==> config.mk <==
export PLATFORM = sky130hd
export DESIGN_NAME = accel_magnitude_peak_hold
export DESIGN_NICKNAME = d
export VERILOG_FILES = /design/src/amph_pkg.sv /design/src/amph_front.sv /design/src/amph_queue.sv /design/src/amph_back.sv /design/src/accel_magnitude_peak_hold.sv
export SDC_FILE = /design/constraint.sdc
export NUM_CORES = 2
export LEC_CHECK = 0
export BUFFER_PORTS_ARGS = -buffer_cell sky130_fd_sc_hd__buf_2
export CAP_MARGIN = 10
export CORE_AREA = 5 5 401 403
export CTS_BUF_LIST = sky130_fd_sc_hd__clkbuf_8
export CTS_CLUSTER_SIZE = 10
export DETAILED_ROUTE_END_ITERATION = 12
export DIE_AREA = 0 0 406 408
export PLACE_DENSITY = 0.7
export SYNTH_ARGS = -nofsm -noshare
export SYNTH_HDL_FRONTEND = slang
export SYNTH_SLANG_ARGS = --single-unit
==> constraint.sdc <==
create_clock -name clk -period 16.35 [get_ports clk]
set_input_delay 1.635 -clock clk [delete_from_list [all_inputs] [get_ports clk]]
set_output_delay 1.635 -clock clk [all_outputs]
set_load 0.05 [all_outputs]
==> src/amph_pkg.sv <==
// amph_pkg: shared widths, register indexes, reset values and types for the
// accelerometer magnitude / peak-hold block. No dependencies.
package amph_pkg;

    localparam int NUM_AXES    = 3;
    localparam int RAW_W       = 16;
    localparam int CFG_W       = 16;
    localparam int HOLD_W      = 8;
    localparam int AXIS_W      = 17;
    localparam int MAG_W       = 17;
    localparam int NUM_W       = 31;   // 2*|n| + |d|, |n| = |2*raw - bias2| * 4096
    localparam int DEN_W       = 17;   // 2*|sens2|
    localparam int REM_W       = 16;   // divider remainder, below DEN unless the lane is flagged zero or overflow
    localparam int QUO_W       = 17;
    localparam int SUM_W       = 34;   // sum of three squares
    localparam int PROD_W      = 33;   // decay_coeff * difference
    localparam int DIV_STEPS   = 17;
    localparam int CNT_W       = 5;
    localparam int SQ_TERMS    = 3;
    localparam int IN_TDATA_W  = 48;
    localparam int OUT_TDATA_W = 88;
    localparam int CFG_IDX_W   = 3;
    localparam int Q_DEPTH     = 2;
    localparam int Q_PTR_W     = 1;
    localparam int Q_CNT_W     = 2;

    // register indexes
    localparam logic [CFG_IDX_W-1:0] REG_BIAS_X2     = 3'd0;
    localparam logic [CFG_IDX_W-1:0] REG_BIAS_Y2     = 3'd1;
    localparam logic [CFG_IDX_W-1:0] REG_BIAS_Z2     = 3'd2;
    localparam logic [CFG_IDX_W-1:0] REG_SENS_X2     = 3'd3;
    localparam logic [CFG_IDX_W-1:0] REG_SENS_Y2     = 3'd4;
    localparam logic [CFG_IDX_W-1:0] REG_SENS_Z2     = 3'd5;
    localparam logic [CFG_IDX_W-1:0] REG_HOLD_LIMIT  = 3'd6;
    localparam logic [CFG_IDX_W-1:0] REG_DECAY_COEFF = 3'd7;

    // reset values
    localparam logic [CFG_W-1:0]  BIAS_RST  = 16'd0;
    localparam logic [CFG_W-1:0]  SENS_RST  = 16'd8192;
    localparam logic [HOLD_W-1:0] HOLD_RST  = 8'd50;
    localparam logic [CFG_W-1:0]  DECAY_RST = 16'd3277;

    localparam logic [AXIS_W-1:0] AXIS_MAX  = 17'h0FFFF;  //  65535
    localparam logic [AXIS_W-1:0] AXIS_MIN  = 17'h10000;  // -65536
    localparam logic [SUM_W-1:0]  MAG_MAX   = 34'd131071;
    localparam logic [SUM_W-1:0]  SQRT_BIT0 = 34'h1_0000_0000;
    localparam logic [SUM_W-1:0]  ROUND_HALF = 34'd32768;

    typedef struct packed {
        logic [NUM_AXES-1:0][CFG_W-1:0] bias2;
        logic [NUM_AXES-1:0][CFG_W-1:0] sens2;
        logic [HOLD_W-1:0]              hold_limit;
        logic [CFG_W-1:0]               decay_coeff;
    } cfg_t;

    typedef struct packed {
        logic [NUM_W-1:0] num;
        logic [DEN_W-1:0] den;
        logic             neg;
        logic             zero;
        logic             ovf;
    } lane_t;

    typedef struct packed {
        lane_t [NUM_AXES-1:0] lane;
    } entry_t;

    typedef struct packed {
        logic full;
        logic empty;
    } q_stat_t;

    typedef enum logic [3:0] {
        B_IDLE,
        B_DIV,
        B_FIX,
        B_SQ,
        B_SQRT,
        B_MAG,
        B_MULT,
        B_APPLY,
        B_OUT
    } back_state_t;

    typedef struct packed {
        logic pop;
        logic div_load;
        logic div_step;
        logic fix;
        logic sq;
        logic sqrt_step;
        logic mag;
        logic mult;
        logic apply;
        logic out_load;
    } back_ctl_t;

endpackage

==> src/amph_front.sv <==
// amph_front: input acceptance and per-axis classification (sign, zero
// sensitivity, quotient overflow, rounded dividend). Depends on amph_pkg.
module amph_front
(
    input  amph_pkg::cfg_t                        cfg,
    input  logic                                  s_tvalid,
    output logic                                  s_tready,
    input  logic [amph_pkg::IN_TDATA_W-1:0]       s_tdata,
    input  amph_pkg::q_stat_t                     q_stat,
    output logic                                  push,
    output amph_pkg::entry_t                      entry
);

    logic [17:0]                    raw2   [amph_pkg::NUM_AXES];
    logic [17:0]                    bias_e [amph_pkg::NUM_AXES];
    logic [17:0]                    diff   [amph_pkg::NUM_AXES];
    logic [17:0]                    diff_a [amph_pkg::NUM_AXES];
    logic [16:0]                    sens_e [amph_pkg::NUM_AXES];
    logic [16:0]                    sens_a [amph_pkg::NUM_AXES];
    logic [amph_pkg::NUM_W-1:0]     num    [amph_pkg::NUM_AXES];
    logic [amph_pkg::DEN_W-1:0]     den    [amph_pkg::NUM_AXES];
    logic [amph_pkg::RAW_W-1:0]     raw    [amph_pkg::NUM_AXES];

    assign s_tready = !q_stat.full;
    assign push     = s_tvalid && s_tready;

    always_comb
    begin
        for (int i = 0; i < amph_pkg::NUM_AXES; i++)
        begin
            raw[i]    = s_tdata[i*amph_pkg::RAW_W +: amph_pkg::RAW_W];
            raw2[i]   = {raw[i][15], raw[i], 1'b0};
            bias_e[i] = {{2{cfg.bias2[i][15]}}, cfg.bias2[i]};
            diff[i]   = raw2[i] - bias_e[i];
            diff_a[i] = diff[i][17] ? (18'd0 - diff[i]) : diff[i];
            sens_e[i] = {cfg.sens2[i][15], cfg.sens2[i]};
            sens_a[i] = cfg.sens2[i][15] ? (17'd0 - sens_e[i]) : sens_e[i];
            // rounded dividend 2*|n| + |d| with |n| = |diff| * 4096
            num[i]    = {1'b0, diff_a[i][16:0], 13'd0} + {15'd0, sens_a[i][15:0]};
            den[i]    = {sens_a[i][15:0], 1'b0};
            entry.lane[i].num  = num[i];
            entry.lane[i].den  = den[i];
            entry.lane[i].neg  = diff[i][17] ^ cfg.sens2[i][15];
            entry.lane[i].zero = (cfg.sens2[i] == 16'd0);
            // quotient of 2^17 or more always clips
            entry.lane[i].ovf  = ({3'd0, num[i]} >= {den[i], 17'd0});
        end
    end

endmodule

==> src/amph_queue.sv <==
// amph_queue: two-entry request queue between front and back.
// Depends on amph_pkg.
module amph_queue
(
    input  logic              clk,
    input  logic              rst_n,
    input  logic              push,
    input  amph_pkg::entry_t  wr_data,
    input  logic              pop,
    output amph_pkg::entry_t  rd_data,
    output amph_pkg::q_stat_t q_stat
);

    amph_pkg::entry_t                q_mem [amph_pkg::Q_DEPTH];
    logic [amph_pkg::Q_PTR_W-1:0]    wr_ptr_reg, wr_ptr_next;
    logic [amph_pkg::Q_PTR_W-1:0]    rd_ptr_reg, rd_ptr_next;
    logic [amph_pkg::Q_CNT_W-1:0]    cnt_reg, cnt_next;

    assign q_stat.full  = (cnt_reg == amph_pkg::Q_CNT_W'(amph_pkg::Q_DEPTH));
    assign q_stat.empty = (cnt_reg == '0);
    assign rd_data      = q_mem[rd_ptr_reg];

    always_comb
    begin
        wr_ptr_next = push ? wr_ptr_reg + 1'b1 : wr_ptr_reg;
        rd_ptr_next = pop  ? rd_ptr_reg + 1'b1 : rd_ptr_reg;
        cnt_next    = cnt_reg;
        if (push && !pop)
        begin
            cnt_next = cnt_reg + 1'b1;
        end
        else if (pop && !push)
        begin
            cnt_next = cnt_reg - 1'b1;
        end
    end

    always_ff @(posedge clk or negedge rst_n)
    begin
        if (!rst_n)
        begin
            wr_ptr_reg <= '0;
            rd_ptr_reg <= '0;
            cnt_reg    <= '0;
        end
        else
        begin
            wr_ptr_reg <= wr_ptr_next;
            rd_ptr_reg <= rd_ptr_next;
            cnt_reg    <= cnt_next;
        end
    end

    always_ff @(posedge clk)
    begin
        if (push)
        begin
            q_mem[wr_ptr_reg] <= wr_data;
        end
    end

endmodule

==> src/amph_back.sv <==
// amph_back: sequencer for division, squares, square root and peak hold,
// with the output register. Depends on amph_pkg.
module amph_back
(
    input  logic                                 clk,
    input  logic                                 rst_n,
    input  amph_pkg::cfg_t                       cfg,
    input  amph_pkg::entry_t                     q_data,
    input  amph_pkg::q_stat_t                    q_stat,
    output logic                                 pop,
    output logic                                 m_tvalid,
    input  logic                                 m_tready,
    output logic [amph_pkg::OUT_TDATA_W-1:0]     m_tdata
);

    amph_pkg::back_state_t           state_reg, state_next;
    amph_pkg::back_ctl_t             ctl;
    logic [amph_pkg::CNT_W-1:0]      cnt_reg, cnt_next;

    // divider lanes
    logic [amph_pkg::QUO_W-1:0]      nlow_reg [amph_pkg::NUM_AXES];
    logic [amph_pkg::REM_W-1:0]      rem_reg  [amph_pkg::NUM_AXES];
    logic [amph_pkg::QUO_W-1:0]      quo_reg  [amph_pkg::NUM_AXES];
    logic [amph_pkg::DEN_W-1:0]      den_reg  [amph_pkg::NUM_AXES];
    logic [amph_pkg::NUM_AXES-1:0]   neg_reg, zero_reg, ovf_reg;
    logic [amph_pkg::DEN_W-1:0]      trial    [amph_pkg::NUM_AXES];
    logic [amph_pkg::NUM_AXES-1:0]   qbit;

    logic [amph_pkg::AXIS_W-1:0]     acc_reg  [amph_pkg::NUM_AXES];
    logic [amph_pkg::AXIS_W:0]       fixed    [amph_pkg::NUM_AXES];
    logic                            sat_reg;

    // squares and root
    logic signed [amph_pkg::AXIS_W-1:0] sq_sel;
    logic signed [amph_pkg::SUM_W-1:0]  sq_full;
    logic [amph_pkg::SUM_W-1:0]      prod_reg, sum_reg, res_reg, bit_reg;
    logic [amph_pkg::SUM_W-1:0]      rt_trial, rnd;

    // peak hold
    logic [amph_pkg::MAG_W-1:0]      mag_reg, peak_reg, pdiff;
    logic [amph_pkg::HOLD_W-1:0]     hold_reg;
    logic [amph_pkg::PROD_W-1:0]     dprod_reg;
    logic [amph_pkg::SUM_W-1:0]      dstep;

    logic                            out_valid_reg;
    logic [amph_pkg::OUT_TDATA_W-1:0] out_data_reg;

    function automatic logic [amph_pkg::AXIS_W:0] fix_axis
    (
        input logic [amph_pkg::QUO_W-1:0] q,
        input logic                       neg,
        input logic                       zero,
        input logic                       ovf
    );
        logic [amph_pkg::AXIS_W-1:0] v;
        logic                        f;
        f = 1'b0;
        if (zero || ovf)
        begin
            f = 1'b1;
            v = neg ? amph_pkg::AXIS_MIN : amph_pkg::AXIS_MAX;
        end
        else if (neg)
        begin
            if (q > 17'd65536)
            begin
                f = 1'b1;
                v = amph_pkg::AXIS_MIN;
            end
            else
            begin
                v = 17'd0 - q;
            end
        end
        else if (q > 17'd65535)
        begin
            f = 1'b1;
            v = amph_pkg::AXIS_MAX;
        end
        else
        begin
            v = q;
        end
        return {f, v};
    endfunction

    assign pop      = ctl.pop;
    assign m_tvalid = out_valid_reg;
    assign m_tdata  = out_data_reg;

    // next state
    always_comb
    begin
        state_next = state_reg;
        case (state_reg)
            amph_pkg::B_IDLE:
            begin
                if (!q_stat.empty)
                begin
                    state_next = amph_pkg::B_DIV;
                end
            end
            amph_pkg::B_DIV:
            begin
                if (cnt_reg == amph_pkg::CNT_W'(amph_pkg::DIV_STEPS - 1))
                begin
                    state_next = amph_pkg::B_FIX;
                end
            end
            amph_pkg::B_FIX:   state_next = amph_pkg::B_SQ;
            amph_pkg::B_SQ:
            begin
                if (cnt_reg == amph_pkg::CNT_W'(amph_pkg::SQ_TERMS))
                begin
                    state_next = amph_pkg::B_SQRT;
                end
            end
            amph_pkg::B_SQRT:
            begin
                if (bit_reg[0])
                begin
                    state_next = amph_pkg::B_MAG;
                end
            end
            amph_pkg::B_MAG:   state_next = amph_pkg::B_MULT;
            amph_pkg::B_MULT:  state_next = amph_pkg::B_APPLY;
            amph_pkg::B_APPLY: state_next = amph_pkg::B_OUT;
            amph_pkg::B_OUT:
            begin
                if (!out_valid_reg || m_tready)
                begin
                    state_next = amph_pkg::B_IDLE;
                end
            end
            default:           state_next = amph_pkg::B_IDLE;
        endcase
    end

    // control outputs
    always_comb
    begin
        ctl = '0;
        case (state_reg)
            amph_pkg::B_IDLE:
            begin
                ctl.pop      = !q_stat.empty;
                ctl.div_load = !q_stat.empty;
            end
            amph_pkg::B_DIV:   ctl.div_step  = 1'b1;
            amph_pkg::B_FIX:   ctl.fix       = 1'b1;
            amph_pkg::B_SQ:    ctl.sq        = 1'b1;
            amph_pkg::B_SQRT:  ctl.sqrt_step = 1'b1;
            amph_pkg::B_MAG:   ctl.mag       = 1'b1;
            amph_pkg::B_MULT:  ctl.mult      = 1'b1;
            amph_pkg::B_APPLY: ctl.apply     = 1'b1;
            amph_pkg::B_OUT:   ctl.out_load  = !out_valid_reg || m_tready;
            default:           ctl           = '0;
        endcase
    end

    always_comb
    begin
        cnt_next = cnt_reg;
        if (ctl.div_load || ctl.fix)
        begin
            cnt_next = '0;
        end
        else if (ctl.div_step || ctl.sq)
        begin
            cnt_next = cnt_reg + 1'b1;
        end
    end

    // datapath helpers
    always_comb
    begin
        for (int i = 0; i < amph_pkg::NUM_AXES; i++)
        begin
            trial[i] = {rem_reg[i], nlow_reg[i][amph_pkg::QUO_W-1]};
            qbit[i]  = (trial[i] >= den_reg[i]);
            fixed[i] = fix_axis(quo_reg[i], neg_reg[i], zero_reg[i], ovf_reg[i]);
        end
        case (cnt_reg[1:0])
            2'd0:    sq_sel = acc_reg[0];
            2'd1:    sq_sel = acc_reg[1];
            default: sq_sel = acc_reg[2];
        endcase
        sq_full  = sq_sel * sq_sel;
        rt_trial = res_reg + bit_reg;
        rnd      = (sum_reg > res_reg) ? res_reg + 1'b1 : res_reg;
        pdiff    = peak_reg - mag_reg;
        dstep    = {1'b0, dprod_reg} + amph_pkg::ROUND_HALF;
    end

    always_ff @(posedge clk or negedge rst_n)
    begin
        if (!rst_n)
        begin
            state_reg     <= amph_pkg::B_IDLE;
            cnt_reg       <= '0;
            peak_reg      <= '0;
            hold_reg      <= '0;
            out_valid_reg <= 1'b0;
        end
        else
        begin
            state_reg <= state_next;
            cnt_reg   <= cnt_next;
            if (ctl.apply)
            begin
                if (mag_reg >= peak_reg)
                begin
                    peak_reg <= mag_reg;
                    hold_reg <= '0;
                end
                else if (hold_reg < cfg.hold_limit)
                begin
                    hold_reg <= hold_reg + 1'b1;
                end
                else
                begin
                    peak_reg <= peak_reg - dstep[16 +: amph_pkg::MAG_W];
                end
            end
            if (ctl.out_load)
            begin
                out_valid_reg <= 1'b1;
            end
            else if (m_tready)
            begin
                out_valid_reg <= 1'b0;
            end
        end
    end

    always_ff @(posedge clk)
    begin
        for (int i = 0; i < amph_pkg::NUM_AXES; i++)
        begin
            if (ctl.div_load)
            begin
                nlow_reg[i] <= q_data.lane[i].num[amph_pkg::QUO_W-1:0];
                rem_reg[i]  <= {2'd0, q_data.lane[i].num[amph_pkg::NUM_W-1:amph_pkg::QUO_W]};
                den_reg[i]  <= q_data.lane[i].den;
                quo_reg[i]  <= '0;
                neg_reg[i]  <= q_data.lane[i].neg;
                zero_reg[i] <= q_data.lane[i].zero;
                ovf_reg[i]  <= q_data.lane[i].ovf;
            end
            else if (ctl.div_step)
            begin
                nlow_reg[i] <= {nlow_reg[i][amph_pkg::QUO_W-2:0], 1'b0};
                rem_reg[i]  <= qbit[i] ? amph_pkg::REM_W'(trial[i] - den_reg[i])
                                       : trial[i][amph_pkg::REM_W-1:0];
                quo_reg[i]  <= {quo_reg[i][amph_pkg::QUO_W-2:0], qbit[i]};
            end
            if (ctl.fix)
            begin
                acc_reg[i] <= fixed[i][amph_pkg::AXIS_W-1:0];
            end
        end

        if (ctl.fix)
        begin
            sat_reg <= fixed[0][amph_pkg::AXIS_W] | fixed[1][amph_pkg::AXIS_W]
                     | fixed[2][amph_pkg::AXIS_W];
            sum_reg <= '0;
            res_reg <= '0;
            bit_reg <= amph_pkg::SQRT_BIT0;
        end
        else if (ctl.sq)
        begin
            // one square per cycle into prod_reg, then added from prod_reg into sum_reg
            if (cnt_reg < amph_pkg::CNT_W'(amph_pkg::SQ_TERMS))
            begin
                prod_reg <= amph_pkg::SUM_W'(unsigned'(sq_full));
            end
            if (cnt_reg != '0)
            begin
                sum_reg <= sum_reg + prod_reg;
            end
        end
        else if (ctl.sqrt_step)
        begin
            // sum_reg serves as the root remainder
            if (sum_reg >= rt_trial)
            begin
                sum_reg <= sum_reg - rt_trial;
                res_reg <= (res_reg >> 1) + bit_reg;
            end
            else
            begin
                res_reg <= res_reg >> 1;
            end
            bit_reg <= bit_reg >> 2;
        end
        else if (ctl.mag)
        begin
            if (rnd > amph_pkg::MAG_MAX)
            begin
                mag_reg <= amph_pkg::MAG_MAX[amph_pkg::MAG_W-1:0];
                sat_reg <= 1'b1;
            end
            else
            begin
                mag_reg <= rnd[amph_pkg::MAG_W-1:0];
            end
        end

        if (ctl.mult)
        begin
            dprod_reg <= cfg.decay_coeff * pdiff;
        end

        if (ctl.out_load)
        begin
            out_data_reg <= {2'd0, sat_reg, peak_reg, mag_reg,
                             acc_reg[2], acc_reg[1], acc_reg[0]};
        end
    end

endmodule

==> src/accel_magnitude_peak_hold.sv <==
// accel_magnitude_peak_hold: top level with configuration registers, front,
// request queue and back sequencer. Depends on amph_pkg and the amph_* modules.
//
//  channel  | direction | handshake                  | payload
//  ---------+-----------+----------------------------+---------------------------------
//  s_*      | in        | s_tvalid / s_tready        | raw_x, raw_y, raw_z
//  m_*      | out       | m_tvalid / m_tready        | accel_x/y/z, magnitude, peak, sat
//  cfg_*    | in        | cfg_we (no wait)           | cfg_index, cfg_data
//
// In the back sequencer each request passes in turn through the three parallel
// restoring dividers, the shared squaring multiplier, the bit-pair square root
// and then the peak update and output.
// The two-entry queue lets the front accept requests while the back works.
// Reset clears the state machine, queue, peak value, hold count and the
// output valid; configuration returns to its defaults.
// A stalled output holds in the output register; the back then waits
// before loading the next result, and the queue fills behind it.
module accel_magnitude_peak_hold
(
    input  logic                                 clk,
    input  logic                                 rst_n,
    input  logic                                 s_tvalid,
    output logic                                 s_tready,
    // raw_x[15:0], raw_y[31:16], raw_z[47:32]
    input  logic [amph_pkg::IN_TDATA_W-1:0]      s_tdata,
    output logic                                 m_tvalid,
    input  logic                                 m_tready,
    // accel_x[16:0], accel_y[33:17], accel_z[50:34], magnitude[67:51],
    // peak_filtered[84:68], saturated[85], zero pad[87:86]
    output logic [amph_pkg::OUT_TDATA_W-1:0]     m_tdata,
    input  logic                                 cfg_we,
    input  logic [amph_pkg::CFG_IDX_W-1:0]       cfg_index,
    input  logic [amph_pkg::CFG_W-1:0]           cfg_data
);

    amph_pkg::cfg_t    cfg_reg;
    amph_pkg::entry_t  entry;
    amph_pkg::entry_t  q_data;
    amph_pkg::q_stat_t q_stat;
    logic              push;
    logic              pop;

    // configuration registers; the user must write them only while the block is idle, the block does not enforce this
    always_ff @(posedge clk or negedge rst_n)
    begin
        if (!rst_n)
        begin
            cfg_reg.bias2       <= {amph_pkg::NUM_AXES{amph_pkg::BIAS_RST}};
            cfg_reg.sens2       <= {amph_pkg::NUM_AXES{amph_pkg::SENS_RST}};
            cfg_reg.hold_limit  <= amph_pkg::HOLD_RST;
            cfg_reg.decay_coeff <= amph_pkg::DECAY_RST;
        end
        else if (cfg_we)
        begin
            case (cfg_index)
                amph_pkg::REG_BIAS_X2:     cfg_reg.bias2[0]    <= cfg_data;
                amph_pkg::REG_BIAS_Y2:     cfg_reg.bias2[1]    <= cfg_data;
                amph_pkg::REG_BIAS_Z2:     cfg_reg.bias2[2]    <= cfg_data;
                amph_pkg::REG_SENS_X2:     cfg_reg.sens2[0]    <= cfg_data;
                amph_pkg::REG_SENS_Y2:     cfg_reg.sens2[1]    <= cfg_data;
                amph_pkg::REG_SENS_Z2:     cfg_reg.sens2[2]    <= cfg_data;
                amph_pkg::REG_HOLD_LIMIT:  cfg_reg.hold_limit  <= cfg_data[amph_pkg::HOLD_W-1:0];
                amph_pkg::REG_DECAY_COEFF: cfg_reg.decay_coeff <= cfg_data;
                default:                   cfg_reg             <= cfg_reg;
            endcase
        end
    end

    // front: accept and classify each axis
    amph_front u_front
    (
        .cfg      (cfg_reg),
        .s_tvalid (s_tvalid),
        .s_tready (s_tready),
        .s_tdata  (s_tdata),
        .q_stat   (q_stat),
        .push     (push),
        .entry    (entry)
    );

    // short queue decoupling front from back
    amph_queue u_queue
    (
        .clk     (clk),
        .rst_n   (rst_n),
        .push    (push),
        .wr_data (entry),
        .pop     (pop),
        .rd_data (q_data),
        .q_stat  (q_stat)
    );

    // back: divide, magnitude, peak hold, output register
    amph_back u_back
    (
        .clk      (clk),
        .rst_n    (rst_n),
        .cfg      (cfg_reg),
        .q_data   (q_data),
        .q_stat   (q_stat),
        .pop      (pop),
        .m_tvalid (m_tvalid),
        .m_tready (m_tready),
        .m_tdata  (m_tdata)
    );

endmodule
==> metrics <==
Mapped Avg Cell Area 10.01 sq um; Crit Reg-Reg Startpoint u_back.cnt_reg[1]; flop and latch count out of synthesis 879; critical path startpoint category register; setup violators final 0; Post-Synthesis Cell Area 70,150 sq um; antenna viol nets, final 0; io pins 162; number of buffers added on ports 159; hold_sp u_back.mag_reg[2]; Clock Tree Buf Depth 3; post-synthesis sequential area ratio 0.3529; max cap viols 0; DIE AREA 165,600 sq um; gpl congestion 0.9356; DRT iter0 DRCs 3,682; GRT Util Overall 0.2097; hold buffers post-CTS 0; CTS tree built; layer with the highest usage met2; warnings from Yosys 0; worst setup margin 6181 ps; CP max FO 20; drc violations 0; area of the core 157,100 sq um; slowest cell delay on critical path 750 ps; ys async rst share 0.1809; Final Hold Viols 0; Vias 51,595; Sum Neg Setup Slack 0 ps; critical path endpoint category register; row cnt 146; Die Ht 408 microns; placed instance area 73,080 sq um; area grow syn2layout 8.609%; Routed WL per cell 18.82 microns; highest clock rate 98.34 MHz; r2r setup slk 6180 ps; met2 GRT Util 0.3495; largest net degree at the start of global routing 79; share of cells above drive strength 1 0.09509; Setup Skew 69.63 ps; number of H-tree levels 4; Yosys cell types 108; met1 Usage GRT 0.2840; worst hold-check path type reg -> reg; vias in the first global route 51,464; die span in x 406 microns; Num Clock Sinks 879; Resized Gates After CTS 0; Pins Over Slew Limit 0; DR pass1 iterations 5; RSZ-0062 raised after global routing no; dpl hpwl 131,200 microns; CP arrival 10,780 ps; clk root buf clkbuf_8; Min Clock Period, post-route 10,170 ps; Num CTS Buffers 154; CP Class reg -> reg; status complete, no violations; initial antenna violation count 4; relative slew slack 0.1653; grt total ovfl 0; M3 GR Usage 0.03421; pre-CTS setup slack 6260 ps; fin crit share 0.6220; first-pass GRT wire length 279,500 microns; Critical Path Start u_back.cnt_reg[1]; EDFF count, synth 634; Largest register FFs 222; CTS clk-pin slew, worst paths 60 ps; CP required 16,960 ps; worst-skew pair later-pin latency 890 ps; initial core utilization 0.4465; Vias/cell 5.533; Most used DFF post-synth edfxtp_1; Design Area, Final 76,190 sq um; slowest CP cell a21oi_1; Syn Inst Count 7,011; worst-margin pin slew 1235 ps; final WL 175,500 microns; Final #Nets 8,216; Post-CTS Setup Bufs 0
[cell families (layout without fill, tap and decap cells)]
kind of cell	count (synthesis)	after routing	synth area share
fa+ha+maj	1022	1022	0.2348
mux	210	210	0.03275
flops	879	879	0.3529
other cells	1	9	0.00005346
xor+xnor	439	439	0.05502
simple gates	1901	1901	0.1321
compound gates	1397	1397	0.1294
buf+inv	1162	1396	0.06296
[layout make-up]
| class | instances | area [sq um] |
|---|---|---|
| tap | 2072 | 2592 |
| multi-input combinational | 4971 | 41160 |
| timing repair buffer | 209 | 1175 |
| inverter | 907 | 3407 |
| clock inverter | 113 | 784.5 |
| clock buffer | 167 | 2298 |
| sequential | 879 | 24760 |
| fill | 14368 | 80910 |
| antenna | 7 | 17.52 |
[worst max-delay path, delay by kind of cell, from the launching register on]
family	cells	cell delay [ps]
AND/OR/NAND/NOR	2	700
buffers and inverters	7	1000
AO/OA/AOI/OAI	11	3620
XOR/XNOR	1	80
adder cells (fa/ha/maj)	8	4060
flip-flops	1	440
[worst paths after layout]
path / end / cells past startpoint
max: u_back.prod_reg[33] / 29
min: u_back.m_tdata[53] / 0
max reg2reg: u_back.prod_reg[33] / 29
min reg2reg: u_back.m_tdata[53] / 0
max in group asynchronous: u_queue.rd_ptr_reg / 3
min in group asynchronous: cfg_reg[84] / 1
[metal layers]
layer / wire, microns / share of wire / vias to the layer above
li1: - / - / 24461
met1: 76050 / 0.43 / 25322
met2: 84250 / 0.48 / 1523
met3: 10820 / 0.062 / 289
met4: 4383 / 0.025 / 0
met5: 0 / 0 / -
[cells in the final DEF, fill, tap and decap left out, types with 99 or more instances in the layout]
cell type  instances
nand2_1          627
nor2_1           411
inv_1            937
edfxtp_1         634
xnor2_1          283
xor2_1           146
mux2_2           156
a21oi_1          398
and2_1           161
buf_2            158
a21o_1           132
nand3_1          105
nor2b_1           99
nor3_1           116
dfrtp_1          145
ha_1             531
clkbuf_8         167
o21ai_0          295
fa_1             491
[synth_stat cells, types with 40 or more instances]
library cell / n / share of area
a31oi_1: 59 / 0.0053
and2_1: 161 / 0.014
nor3_1: 119 / 0.0085
fa_1: 491 / 0.14
a211oi_1: 93 / 0.010
nor2b_1: 100 / 0.0089
and3_1: 40 / 0.0036
nor2_1: 415 / 0.022
xnor2_1: 289 / 0.036
xor2_1: 148 / 0.018
nand4_1: 76 / 0.0068
a21oi_1: 401 / 0.029
mux2i_1: 54 / 0.0077
inv_1: 899 / 0.048
edfxtp_1: 634 / 0.27
dfrtp_1: 146 / 0.052
nand2b_1: 56 / 0.0050
nand3_1: 105 / 0.0075
or3_1: 48 / 0.0043
ha_1: 531 / 0.095
clkbuf_1: 217 / 0.012
a21o_1: 132 / 0.014
o21a_1: 42 / 0.0045
nor4_1: 46 / 0.0041
o21ai_0: 295 / 0.021
nand2_1: 628 / 0.034
dfxtp_1: 86 / 0.025
mux2_2: 156 / 0.025
[through the flow]
| step | hold slack (ps) | std cells | util |
|---|---|---|---|
| finish | 435.6 | 9325 | 0.4850 |
| CTS | 419.8 | 9317 | 0.4848 |
| floorplan | 400.3 | 7012 | - |
| global placement | 438.9 | 9037 | 0.4652 |
| detailed placement | 438.2 | 9037 | 0.4652 |
| global route | 436.7 | 9319 | 0.4849 |
Power is not shown: default switching activity piles up to over one toggle a cycle in this logic, so the estimate is an artifact.
